<file path="src/rtl/waveform_peak_finder_assert.svh">
// Assertion macros used by the peak finder RTL.
`ifndef WAVEFORM_PEAK_FINDER_ASSERT_SVH
`define WAVEFORM_PEAK_FINDER_ASSERT_SVH

// The consequent must hold in the same cycle as the antecedent.
`define WPF_ASSERT_SAME(label, clk, rst_n, ante, cons) \
    label: assert property (@(posedge clk) disable iff (!rst_n) (ante) |-> (cons)) \
        else $error("peak finder check failed");

// The consequent must hold in the cycle after the antecedent.
`define WPF_ASSERT_NEXT(label, clk, rst_n, ante, cons) \
    label: assert property (@(posedge clk) disable iff (!rst_n) (ante) |=> (cons)) \
        else $error("peak finder check failed");

`endif

</file>
<file path="src/rtl/wpf_pkg.sv">
package wpf_pkg;

    // Tick counter range; the counter saturates at MAX_TICKS-1.
    localparam int MAX_TICKS = 4096;
    localparam int TICK_W    = $clog2(MAX_TICKS);

    // Widths of the fields on the ports.
    localparam int SAMPLE_W   = 16;
    localparam int WIRE_W     = 12;
    localparam int PLANE_W    = 3;
    localparam int OUT_TICK_W = 12;
    localparam int DEAD_W     = 12;

    // Internal tick arithmetic is wide enough for both the counter and the outputs.
    localparam int TICK_EXT_W = (TICK_W > OUT_TICK_W) ? TICK_W : OUT_TICK_W;
    localparam int SUM_W      = ((TICK_EXT_W > DEAD_W) ? TICK_EXT_W : DEAD_W) + 1;

    // Configuration port.
    localparam int CFG_IDX_W  = 1;
    localparam int CFG_DATA_W = 16;
    localparam logic [CFG_IDX_W-1:0] REG_THRESHOLD = 1'd0;
    localparam logic [CFG_IDX_W-1:0] REG_DEADTIME  = 1'd1;

    typedef struct packed {
        logic signed [SAMPLE_W-1:0] sample;
        logic                       first_of_waveform;
        logic [WIRE_W-1:0]          wire_index;
        logic [PLANE_W-1:0]         plane_index;
    } wpf_item_t;

    typedef struct packed {
        logic [PLANE_W-1:0]         out_plane;
        logic [WIRE_W-1:0]          out_wire;
        logic signed [SAMPLE_W-1:0] peak_value;
        logic [OUT_TICK_W-1:0]      peak_tick;
        logic [OUT_TICK_W-1:0]      peak_width;
    } wpf_result_t;

endpackage

</file>
<file path="src/rtl/wpf_in_if.sv">
interface wpf_in_if;
    import wpf_pkg::*;

    logic                       valid;
    logic                       ready;
    logic signed [SAMPLE_W-1:0] sample;
    logic                       first_of_waveform;
    logic [WIRE_W-1:0]          wire_index;
    logic [PLANE_W-1:0]         plane_index;

    modport source (
        output valid,
        output sample,
        output first_of_waveform,
        output wire_index,
        output plane_index,
        input  ready
    );

    modport sink (
        input  valid,
        input  sample,
        input  first_of_waveform,
        input  wire_index,
        input  plane_index,
        output ready
    );

endinterface

</file>
<file path="src/rtl/wpf_out_if.sv">
interface wpf_out_if;
    import wpf_pkg::*;

    logic                       valid;
    logic                       ready;
    logic [PLANE_W-1:0]         out_plane;
    logic [WIRE_W-1:0]          out_wire;
    logic signed [SAMPLE_W-1:0] peak_value;
    logic [OUT_TICK_W-1:0]      peak_tick;
    logic [OUT_TICK_W-1:0]      peak_width;

    modport source (
        output valid,
        output out_plane,
        output out_wire,
        output peak_value,
        output peak_tick,
        output peak_width,
        input  ready
    );

    modport sink (
        input  valid,
        input  out_plane,
        input  out_wire,
        input  peak_value,
        input  peak_tick,
        input  peak_width,
        output ready
    );

endinterface

</file>
<file path="src/rtl/wpf_peak_core.sv">
module wpf_peak_core (
    input  logic                                clk,
    input  logic                                rst_n,
    input  logic                                step,
    input  wpf_pkg::wpf_item_t                  item,
    input  logic signed [wpf_pkg::SAMPLE_W-1:0] threshold,
    input  logic [wpf_pkg::DEAD_W-1:0]          deadtime,
    output logic                                emit,
    output wpf_pkg::wpf_result_t                result
);
    import wpf_pkg::*;

    localparam logic [TICK_W-1:0] TICK_LAST = TICK_W'(MAX_TICKS - 1);

    logic [TICK_W-1:0]          tick_reg, tick_next;
    logic                       in_peak_reg, in_peak_next;
    logic signed [SAMPLE_W-1:0] max_reg, max_next;
    logic [TICK_W-1:0]          max_tick_reg, max_tick_next;
    logic [TICK_W-1:0]          start_tick_reg, start_tick_next;
    logic [TICK_W-1:0]          last_center_reg, last_center_next;
    logic                       have_last_reg, have_last_next;
    logic [WIRE_W-1:0]          wire_reg, wire_next;
    logic [PLANE_W-1:0]         plane_reg, plane_next;

    logic [TICK_W-1:0]     t;
    logic                  in_peak_cur;
    logic                  have_last_cur;
    logic                  at_threshold;
    logic                  open_ok;
    logic [SUM_W-1:0]      dead_end;
    logic [TICK_W-1:0]     width_raw;
    logic [TICK_EXT_W-1:0] tick_ext;
    logic [TICK_EXT_W-1:0] width_ext;

    // A start flag restarts the waveform at tick zero before the sample is judged.
    assign t             = item.first_of_waveform ? '0 : tick_reg;
    assign in_peak_cur   = item.first_of_waveform ? 1'b0 : in_peak_reg;
    assign have_last_cur = item.first_of_waveform ? 1'b0 : have_last_reg;
    assign wire_next     = item.first_of_waveform ? item.wire_index : wire_reg;
    assign plane_next    = item.first_of_waveform ? item.plane_index : plane_reg;

    assign at_threshold = item.sample >= threshold;
    assign dead_end     = SUM_W'(last_center_reg) + SUM_W'(deadtime);
    assign open_ok      = !have_last_cur || (dead_end < SUM_W'(t));

    assign width_raw = t - start_tick_reg;
    assign tick_ext  = TICK_EXT_W'(max_tick_reg);
    assign width_ext = TICK_EXT_W'(width_raw);

    always_comb
    begin
        in_peak_next     = in_peak_cur;
        max_next         = max_reg;
        max_tick_next    = max_tick_reg;
        start_tick_next  = start_tick_reg;
        last_center_next = last_center_reg;
        have_last_next   = have_last_cur;
        emit             = 1'b0;
        if (at_threshold)
        begin
            if (!in_peak_cur)
            begin
                if (open_ok)
                begin
                    in_peak_next    = 1'b1;
                    max_next        = item.sample;
                    max_tick_next   = t;
                    start_tick_next = t;
                end
            end
            else if (item.sample > max_reg)
            begin
                max_next      = item.sample;
                max_tick_next = t;
            end
            else
            begin
                in_peak_next     = 1'b0;
                last_center_next = max_tick_reg;
                have_last_next   = 1'b1;
                emit             = 1'b1;
            end
        end
        tick_next = (t < TICK_LAST) ? t + 1'b1 : t;
    end

    assign result.out_plane  = plane_next;
    assign result.out_wire   = wire_next;
    assign result.peak_value = max_reg;
    assign result.peak_tick  = tick_ext[OUT_TICK_W-1:0];
    assign result.peak_width = width_ext[OUT_TICK_W-1:0];

    always_ff @(posedge clk or negedge rst_n)
    begin
        if (!rst_n)
        begin
            tick_reg        <= '0;
            in_peak_reg     <= 1'b0;
            max_reg         <= '0;
            max_tick_reg    <= '0;
            start_tick_reg  <= '0;
            last_center_reg <= '0;
            have_last_reg   <= 1'b0;
            wire_reg        <= '0;
            plane_reg       <= '0;
        end
        else if (step)
        begin
            tick_reg        <= tick_next;
            in_peak_reg     <= in_peak_next;
            max_reg         <= max_next;
            max_tick_reg    <= max_tick_next;
            start_tick_reg  <= start_tick_next;
            last_center_reg <= last_center_next;
            have_last_reg   <= have_last_next;
            wire_reg        <= wire_next;
            plane_reg       <= plane_next;
        end
    end

endmodule

</file>
<file path="src/rtl/waveform_peak_finder.sv">
// Threshold peak finder with deadtime. Samples enter on the samples channel, one per
// clock while samples.ready is high, and every closed peak leaves on the peaks channel
// from the result register after the sample that closed it was judged in the input
// register, where the whole decision is made. Throughput is one sample per cycle;
// samples.ready drops only while a finished peak sits unclaimed in the result
// register and the input register is full. A peak still open when a new waveform
// starts is dropped. threshold and deadtime are written through cfg_we, cfg_index and
// cfg_wdata; the user must do so only while no sample is in flight (not enforced).
`include "waveform_peak_finder_assert.svh"

module waveform_peak_finder (
    input  logic                                 clk,
    input  logic                                 rst_n,
    wpf_in_if.sink                               samples,
    wpf_out_if.source                            peaks,
    input  logic                                 cfg_we,
    input  logic [wpf_pkg::CFG_IDX_W-1:0]        cfg_index,
    input  logic [wpf_pkg::CFG_DATA_W-1:0]       cfg_wdata
);
    import wpf_pkg::*;

    logic signed [SAMPLE_W-1:0] threshold_reg;
    logic [DEAD_W-1:0]          deadtime_reg;

    wpf_item_t   s1_reg;
    logic        s1_valid_reg;
    wpf_result_t out_reg;
    logic        out_valid_reg, out_valid_next;

    logic        advance;
    logic        core_emit;
    wpf_result_t core_result;
    wpf_item_t   in_item;

    assign in_item.sample            = samples.sample;
    assign in_item.first_of_waveform = samples.first_of_waveform;
    assign in_item.wire_index        = samples.wire_index;
    assign in_item.plane_index       = samples.plane_index;

    // The registered sample is processed once the result register has room for it.
    assign advance       = s1_valid_reg && (!out_valid_reg || peaks.ready);
    assign samples.ready = !s1_valid_reg || advance;

    always_ff @(posedge clk or negedge rst_n)
    begin
        if (!rst_n)
        begin
            threshold_reg <= '0;
            deadtime_reg  <= '0;
        end
        else if (cfg_we)
        begin
            case (cfg_index)
                REG_THRESHOLD: threshold_reg <= cfg_wdata;
                REG_DEADTIME:  deadtime_reg  <= cfg_wdata[DEAD_W-1:0];
                default:       ;
            endcase
        end
    end

    wpf_peak_core u_core (
        .clk       (clk),
        .rst_n     (rst_n),
        .step      (advance),
        .item      (s1_reg),
        .threshold (threshold_reg),
        .deadtime  (deadtime_reg),
        .emit      (core_emit),
        .result    (core_result)
    );

    always_comb
    begin
        out_valid_next = out_valid_reg;
        if (advance)
        begin
            out_valid_next = core_emit;
        end
        else if (peaks.ready)
        begin
            out_valid_next = 1'b0;
        end
    end

    always_ff @(posedge clk or negedge rst_n)
    begin
        if (!rst_n)
        begin
            s1_valid_reg  <= 1'b0;
            out_valid_reg <= 1'b0;
        end
        else
        begin
            if (samples.ready)
            begin
                s1_valid_reg <= samples.valid;
            end
            out_valid_reg <= out_valid_next;
        end
    end

    always_ff @(posedge clk)
    begin
        if (samples.valid && samples.ready)
        begin
            s1_reg <= in_item;
        end
        if (advance && core_emit)
        begin
            out_reg <= core_result;
        end
    end

    assign peaks.valid      = out_valid_reg;
    assign peaks.out_plane  = out_reg.out_plane;
    assign peaks.out_wire   = out_reg.out_wire;
    assign peaks.peak_value = out_reg.peak_value;
    assign peaks.peak_tick  = out_reg.peak_tick;
    assign peaks.peak_width = out_reg.peak_width;

    // A sample waiting on a stalled result stays put and is not lost.
    `WPF_ASSERT_NEXT(a_s1_hold, clk, rst_n, s1_valid_reg && !advance, s1_valid_reg && $stable(s1_reg))
    // Whenever the result side can move, the block takes a new sample.
    `WPF_ASSERT_SAME(a_no_bubble, clk, rst_n, !out_valid_reg || peaks.ready, samples.ready)
    // A processed sample that closes a peak always shows up as a valid result.
    `WPF_ASSERT_NEXT(a_emit_lands, clk, rst_n, advance && core_emit, out_valid_reg)

endmodule

</file>
<file path="src/flat_wrapper.sv">
// flat-port wrapper written by rule: the top's interface ports become plain ports
module waveform_peak_finder_flat import wpf_pkg::*;
  (clk, rst_n, cfg_we, cfg_index, cfg_wdata, samples_valid, samples_sample, samples_first_of_waveform, samples_wire_index, samples_plane_index, samples_ready, peaks_valid, peaks_out_plane, peaks_out_wire, peaks_peak_value, peaks_peak_tick, peaks_peak_width, peaks_ready);
  wpf_in_if samples_i ();
  wpf_out_if peaks_i ();
  input  logic clk;
  input  logic rst_n;
  input  logic cfg_we;
  input  logic [wpf_pkg::CFG_IDX_W-1:0] cfg_index;
  input  logic [wpf_pkg::CFG_DATA_W-1:0] cfg_wdata;
  input wire logic [$bits(samples_i.valid)-1:0] samples_valid;
  input wire logic [$bits(samples_i.sample)-1:0] samples_sample;
  input wire logic [$bits(samples_i.first_of_waveform)-1:0] samples_first_of_waveform;
  input wire logic [$bits(samples_i.wire_index)-1:0] samples_wire_index;
  input wire logic [$bits(samples_i.plane_index)-1:0] samples_plane_index;
  output wire logic [$bits(samples_i.ready)-1:0] samples_ready;
  output wire logic [$bits(peaks_i.valid)-1:0] peaks_valid;
  output wire logic [$bits(peaks_i.out_plane)-1:0] peaks_out_plane;
  output wire logic [$bits(peaks_i.out_wire)-1:0] peaks_out_wire;
  output wire logic [$bits(peaks_i.peak_value)-1:0] peaks_peak_value;
  output wire logic [$bits(peaks_i.peak_tick)-1:0] peaks_peak_tick;
  output wire logic [$bits(peaks_i.peak_width)-1:0] peaks_peak_width;
  input wire logic [$bits(peaks_i.ready)-1:0] peaks_ready;
  assign samples_i.valid = samples_valid;
  assign samples_i.sample = samples_sample;
  assign samples_i.first_of_waveform = samples_first_of_waveform;
  assign samples_i.wire_index = samples_wire_index;
  assign samples_i.plane_index = samples_plane_index;
  assign samples_ready = samples_i.ready;
  assign peaks_valid = peaks_i.valid;
  assign peaks_out_plane = peaks_i.out_plane;
  assign peaks_out_wire = peaks_i.out_wire;
  assign peaks_peak_value = peaks_i.peak_value;
  assign peaks_peak_tick = peaks_i.peak_tick;
  assign peaks_peak_width = peaks_i.peak_width;
  assign peaks_i.ready = peaks_ready;
  waveform_peak_finder u_core (.clk(clk), .rst_n(rst_n), .samples(samples_i), .peaks(peaks_i), .cfg_we(cfg_we), .cfg_index(cfg_index), .cfg_wdata(cfg_wdata));
endmodule
</file>
<file path="config.mk">
export PLATFORM = sky130hd
export DESIGN_NAME = waveform_peak_finder_flat
export DESIGN_NICKNAME = d
export VERILOG_FILES = /design/src/rtl/wpf_pkg.sv /design/src/rtl/wpf_in_if.sv /design/src/rtl/wpf_out_if.sv /design/src/rtl/wpf_peak_core.sv /design/src/rtl/waveform_peak_finder.sv /design/src/flat_wrapper.sv
export VERILOG_INCLUDE_DIRS = /design/src /design/src/rtl
export SDC_FILE = /design/constraint.sdc
export NUM_CORES = 1
export LEC_CHECK = 0
export BUFFER_PORTS_ARGS = -buffer_cell sky130_fd_sc_hd__buf_4
export CORE_ASPECT_RATIO = 1.5
export CORE_MARGIN = 5
export CORE_UTILIZATION = 40
export CTS_BUF_LIST = sky130_fd_sc_hd__clkbuf_8
export CTS_CLUSTER_DIAMETER = 150
export DETAILED_ROUTE_END_ITERATION = 8
export SLEW_MARGIN = 10
export SYNTH_ARGS = -nofsm -noshare
export SYNTH_HDL_FRONTEND = slang
export SYNTH_SLANG_ARGS = --single-unit
</file>
<file path="constraint.sdc">
create_clock -name clk -period 8.84 [get_ports clk]
set_input_delay 0.442 -clock clk [delete_from_list [all_inputs] [get_ports clk]]
set_output_delay 0.442 -clock clk [all_outputs]
set_load 0.02 [all_outputs]
</file>
* Word-level counts from Yosys, hierarchy flattened *
Cells that the tools add are included.

word-level totals
  bits in registers = 198
  input bits = 54
  word-level logic and storage cells = 73
  output and inout bits = 57

cells by class
  order comparisons = 4
  eq/ne operators = 1
  reduce and logical (&&, ||, !) cells = 16
  mux-type cells = 24
  add/subtract/negate cells = 3
  bitwise operators = 3

operators with widths
  kind                   number
  $mux 12                6
  $mux 16                3
  $ge 16x16->1           1
  $gt 16x16->1           1
  $mux 1                 14
  $add 12x12->13         1
  $lt 13x12->1           1
  $add 12x1->12 const B  1
  $lt 12x12->1 const B   1
  $reduce_and 4->1       3
  $sub 12x12->12         1
  $reduce_and 2->1       2
  $reduce_bool 2->1      2
  $logic_and 1x1->1      3
  $logic_not 1->1        3
  $logic_or 1x1->1       3
  $mux 3                 1
  $not 1->1              3
  $ne 2x1->1 const B     1

* Logic depth before layout (Yosys ltp) *
  word-level depth = 6
  depth in mapped cells = 18
  mapped depth without buffers = 16

* Cells and area by module *
A second synthesis with hierarchy kept.

unflattened totals
  cells, all modules = 704
  area, all modules = 9,604.2 sq um

modules (own cells, without submodules)
  module                seq. area each (sq um)  area each (sq um)  times used  cells each
  wpf_peak_core         2,026.9                 5,729.2            1           545
  waveform_peak_finder  3,363.2                 3,875.0            1           159

* Least setup slack after synthesis *
No wires, ideal clock.

  path kind = reg-to-reg
  start = register u_core.u_core.last_center_reg[0]
  end = register u_core.u_core.max_reg[10]
  setup time = 125 ps
  path slack = 5,084 ps
  data arrival time = 3,631 ps
  data required time = 8,715 ps
  stages on the path, launching flop included = 19
  clock period less this slack = 3,756 ps
  path buffers = 2
  cell sequence = dfrtp_1 > ha_1 > inv_1 > fa_1 > nor2b_1 > o22ai_1 > o211a_1 > o21ai_0 > xor2_1 > ha_1 > a21oi_1 > o21ai_0 > a2111oi_0 > a211oi_1 > a21oi_1 > o211ai_2 > buf_6 > buf_6 > mux2_4

between the ends
  longest elaborated chain between the ends = 5

ends and longest elaborated chain
  element                             line                  text
  start: declaration                  wpf_peak_core.sv:20   logic [TICK_W-1:0] last_center_reg, last_center_next;
  start signal: assignment            wpf_peak_core.sv:114  last_center_reg <= last_center_next;
  $add 12x12->13                      wpf_peak_core.sv:43   assign dead_end = SUM_W'(last_center_reg) + SUM_W'(deadtime);
  $lt 13x12->1                        wpf_peak_core.sv:44   assign open_ok = !have_last_cur || (dead_end < SUM_W'(t));
  $logic_or 1x1->1                    wpf_peak_core.sv:44
  $reduce_bool 2->1 (no source line)  n/a
  $reduce_and 4->1 (no source line)   n/a
  end signal: assignment              wpf_peak_core.sv:111  max_reg <= max_next;
  end: declaration                    wpf_peak_core.sv:17   logic signed [SAMPLE_W-1:0] max_reg, max_next;

Every way passes these cells.
A chain may end at the register's enable or synchronous reset.

* Worst setup path after layout *
  start = register u_core.u_core.last_center_reg[1]
  end = register u_core.u_core.start_tick_reg[11]

between the ends
  longest elaborated chain between the ends = 4

ends and longest elaborated chain
  element                            line                  text
  $add 12x12->13                     wpf_peak_core.sv:43
  $lt 13x12->1                       wpf_peak_core.sv:44
  $logic_or 1x1->1                   wpf_peak_core.sv:44
  $reduce_and 4->1 (no source line)  n/a
  end signal: assignment             wpf_peak_core.sv:113  start_tick_reg <= start_tick_next;
  end: declaration                   wpf_peak_core.sv:19   logic [TICK_W-1:0] start_tick_reg, start_tick_next;

Every way passes these cells.

==> results.md <==
Outcome:
- The flow ran to the end, and the final reports show no timing, DRC or antenna violations.

Cells and area:
- The finished layout holds 1,114 standard cells, fillers aside.
- Cells fill 47.4% of the core in the end.
- The net total in the final layout is 944.
- The area growth from synthesis to layout is 17.2%.
- Cells with a size suffix above 1 make up 29.3% of the layout.
- The number of antenna repair diodes is 0.
- The register with the most flip-flops in the layout has 32 of them.
- The summed area of non-filler cells in the final layout is 10,800 sq um.

Die:
- The chip width is 134 um.
- The die covers 26,300 sq um.
- In this run the core area contains 68 standard-cell rows.
- The I/O pin count is 111.
- The initial utilization of the core area, before any placement, comes to 40.4%.
- The floorplan core area is 22,900 sq um.
- The die outline height is 196 um.

Detailed routing:
- For this run, the detailed router's first-pass iteration total came to 4.
- The average via count per standard cell is 5.00.
- Once detail routing completed, the nets flagged for antenna violations numbered 0.
- Wire segments on met3 add up to 512 um in the final route.
- The routed layout has 5,571 vias.
- The DRC violation count after routing is 0.
- The detailed router put a total of 7.53 mm of wire on met1.
- Detailed routing placed a total of 10.7 mm of wire on met2.
- Wires add up to 19.1 mm.
- After the first detailed-routing iteration, the DRC count stood at 228.
- The mean routed wirelength per cell is 17.1 um.
- The topmost layer with routed signal wires is met4.

STA:
- The number of pins exceeding their max-slew limit in the final report is 0.
- The slew of the pin with the lowest slew margin is 1.03 ns.
- Based on the critical path, the design can be clocked at up to 216 MHz.
- Adding up every negative setup slack in the final design gives 0 ns.
- The post-route clock skew is 0.0122 ns.
- The count of final hold-check violations was 0.
- The number of failing setup endpoints in the final timing report is 0.
- The worst path meets setup with 4.20 ns of slack.
- Setup repair after global routing left no endpoint under its margin.
- The final critical-path required period is 4.64 ns.
- The tightest hold path in the finished design has a slack of 0.133 ns.
- Of the available clock period, the critical path in the final layout requires 52.5%.
- Headroom to the max-slew limit came out at 30.9%.

Synthesis:
- The leading register cell type out of synthesis is sky130_fd_sc_hd__dfrtp_1.
- The number of storage elements in the synthesis netlist is 198.
- The net count after synthesis is 824.
- During synthesis, Yosys emitted a total of 0 warnings.
- The top cell type by area accounts for 30.0% of the synthesized area.
- The fraction of registers with async set/reset is 56.1%.
- By area the synthesized netlist is led by sky130_fd_sc_hd__dfrtp_1 30%, sky130_fd_sc_hd__edfxtp_1 28%, sky130_fd_sc_hd__mux2_2 9.4%, sky130_fd_sc_hd__ha_1 9.1%, sky130_fd_sc_hd__inv_1 2.8%.
- After technology mapping, the gate count stands at 701.
- Counting instances in the post-synthesis netlist gives the leading cell types as 111 x sky130_fd_sc_hd__dfrtp_1, 87 x sky130_fd_sc_hd__edfxtp_1, 77 x sky130_fd_sc_hd__mux2_2.
- The most frequently used cell type in the post-synthesis netlist is sky130_fd_sc_hd__dfrtp_1.
- The leading area contributor after synthesis is sky130_fd_sc_hd__dfrtp_1.
- In this run, distinct cell masters in the synthesized netlist total 55.
- In this run, synthesis inferred 87 flip-flops with an integrated enable.
- Of the synthesized area, sequential elements account for 58.2%.
- The mean cell area of the mapped netlist is 13.2 sq um.
- The post-synthesis instance area is 9260 sq um.

Global routing:
- The first global-routing pass estimated 30.8 mm of wire.
- The via count of the first global-routing pass came to 5,772.
- The pin count of the biggest net entering global routing is 65.
- In the global route stage, overall resource usage came out at 15.0%.
- The number of antenna violations at the first check in global routing is 0.
- The total global routing overflow is 0.

Clock tree:
- Clock tree synthesis selected as its root buffer the cell sky130_fd_sc_hd__clkbuf_8.
- The CTS H-tree depth is 4.
- The clock insertion delay at the later pin of the skew report is 0.48 ns.
- Buffers inserted to repair hold after CTS numbered 1.
- TritonCTS built the clock tree.
- The number of clock sinks is 198.
- The number of buffers on the longest clock path is 2.
- The clock-pin slew on the worst setup and hold paths is 0.10 ns.
- TritonCTS created 17 clock buffers.
- The post-cts gate resize count is 0.
- The number of buffers inserted to repair setup after CTS is 0.

Power and ir drop:
- The switching share of power is 29.4%.
- In this run the static leakage power is 4.78 nW.
- The ratio of total power to cell area is 225 nW/um^2.
- The internal portion of the total power is 1.73 mW.
- The clock share of power is 25.5%.
- Combinational logic burns 25.5% of the power.
- Summing internal, switching and leakage power gives 2.44 mW.
- The relative contribution of sequential cells to total power is 49.1%.
- In this run the power spent charging and discharging nets is 719 uW.
- The worst-case IR drop observed on VDD is 0.000106 V.

Critical path:
- STA classifies the critical path startpoint as a flip-flop.
- The category of the most critical setup path is reg -> reg.
- The required time reported for the critical path endpoint is 9.21 ns.
- In this run the worst path has a maximum fanout of 12.
- The kind of end point of the critical path is a flip-flop.
- The arrival time at the worst endpoint is 5.00 ns.

Place:
- Detailed placement ended at an HPWL of 14.4 mm.
- OpenSTA, run right after detailed placement, puts the worst setup slack at 4.23 ns.
- In this run, placement finished with an instance count of 1,081.
- Summing all placed instances gives a cell area of 10,400 sq um.
- The count of buffers added on input and output ports is 110.
- Routability-driven placement finished with a final weighted congestion of 0.781.

Flow run:
- The number of max-cap violations is 0.

Hold path:
- The path class of the tightest hold or removal check is in -> reg.
==> cell usage in the layout, fill, tap and decap left out, types with 5 or more instances in the layout <==
cell and count:
sky130_fd_sc_hd__nand2_1 46, sky130_fd_sc_hd__nand3_1 9, sky130_fd_sc_hd__xnor2_1 14, sky130_fd_sc_hd__mux2i_1 10, sky130_fd_sc_hd__inv_1 68, sky130_fd_sc_hd__nor2b_1 18
sky130_fd_sc_hd__dfrtp_1 111, sky130_fd_sc_hd__nand4_1 12, sky130_fd_sc_hd__a21o_1 10, sky130_fd_sc_hd__nand2b_1 11, sky130_fd_sc_hd__buf_4 116, sky130_fd_sc_hd__mux2_4 9
sky130_fd_sc_hd__ha_1 67, sky130_fd_sc_hd__mux2_2 77, sky130_fd_sc_hd__nor2_1 12, sky130_fd_sc_hd__inv_6 5, sky130_fd_sc_hd__clkbuf_8 17, sky130_fd_sc_hd__xor2_1 15
sky130_fd_sc_hd__o21ai_0 26, sky130_fd_sc_hd__a21oi_1 22, sky130_fd_sc_hd__edfxtp_1 87
==> kinds of logic after synthesis <==
kind of cell	share of synthesized area [%]
buffers and inverters	3.69
AOI/OAI and AO/OA	6.68
xor gates and xnor gates	2.74
muxes	11.9
and+or+nand+nor	7.27
DFF	58.2
adders and majority gates	9.49
==> critical path, cell delays in order (launching register included) <==
cell                        delay [ns]
sky130_fd_sc_hd__dfrtp_1          0.41
sky130_fd_sc_hd__ha_1             0.30
sky130_fd_sc_hd__a21o_1           0.18
sky130_fd_sc_hd__a21oi_1          0.21
sky130_fd_sc_hd__o21ai_0          0.16
sky130_fd_sc_hd__a31oi_1          0.26
sky130_fd_sc_hd__o221ai_1         0.21
sky130_fd_sc_hd__o311ai_0         0.37
sky130_fd_sc_hd__ha_1             0.31
sky130_fd_sc_hd__inv_1            0.05
sky130_fd_sc_hd__o21ai_0          0.10
sky130_fd_sc_hd__a2111oi_0        0.43
sky130_fd_sc_hd__a211oi_1         0.14
sky130_fd_sc_hd__a21oi_1          0.30
sky130_fd_sc_hd__nand3_1          0.59
sky130_fd_sc_hd__mux2_2           0.49
==> final cells by class <==
type,count,area (sq um)
sequential,198,5390
inverter,68,255
tap,280,350
timing repair buffer,117,881
clock buffer,17,234
multi-input combinational,419,3540
clock inverter,15,193
fill,2063,12000
==> layer usage <==
metal / GRT usage, % / vias to the layer above
met5: 0 / -
met3: 2.74 / 21
li1: - / 2731
met1: 16.9 / 2736
met4: 5.21 / 0
met2: 28.0 / 83
==> final timing paths <==
path,to,cells after the start,slack [ns],start
max,u_core.u_core.start_tick_reg[11],15,4.20,u_core.u_core.last_center_reg[1]
min in group asynchronous,u_core.s1_valid_reg,2,0.52,rst_n
max in group asynchronous,u_core.u_core.max_reg[8],3,7.01,rst_n
max reg2reg,u_core.u_core.start_tick_reg[11],15,4.20,u_core.u_core.last_center_reg[1]
min,u_core.s1_reg[31],1,0.13,samples_sample[15]
min reg2reg,u_core.peaks.peak_tick[4],0,0.48,u_core.u_core.max_tick_reg[4]
==> power groups by stage <==
| stage | Clock, mW | Sequential (mW) | Combinational (mW) |
|---|---|---|---|
| after detailed placement | 0 | 1.22 | 0.633 |
| after global placement | 0 | 1.22 | 0.623 |
| after global routing | 0.676 | 1.22 | 0.710 |
| after floorplan | 0 | 1.21 | 0.464 |
| after CTS | 0.645 | 1.20 | 0.637 |
| final | 0.622 | 1.20 | 0.622 |
No activity file was read; power rests on OpenSTA's default activity.
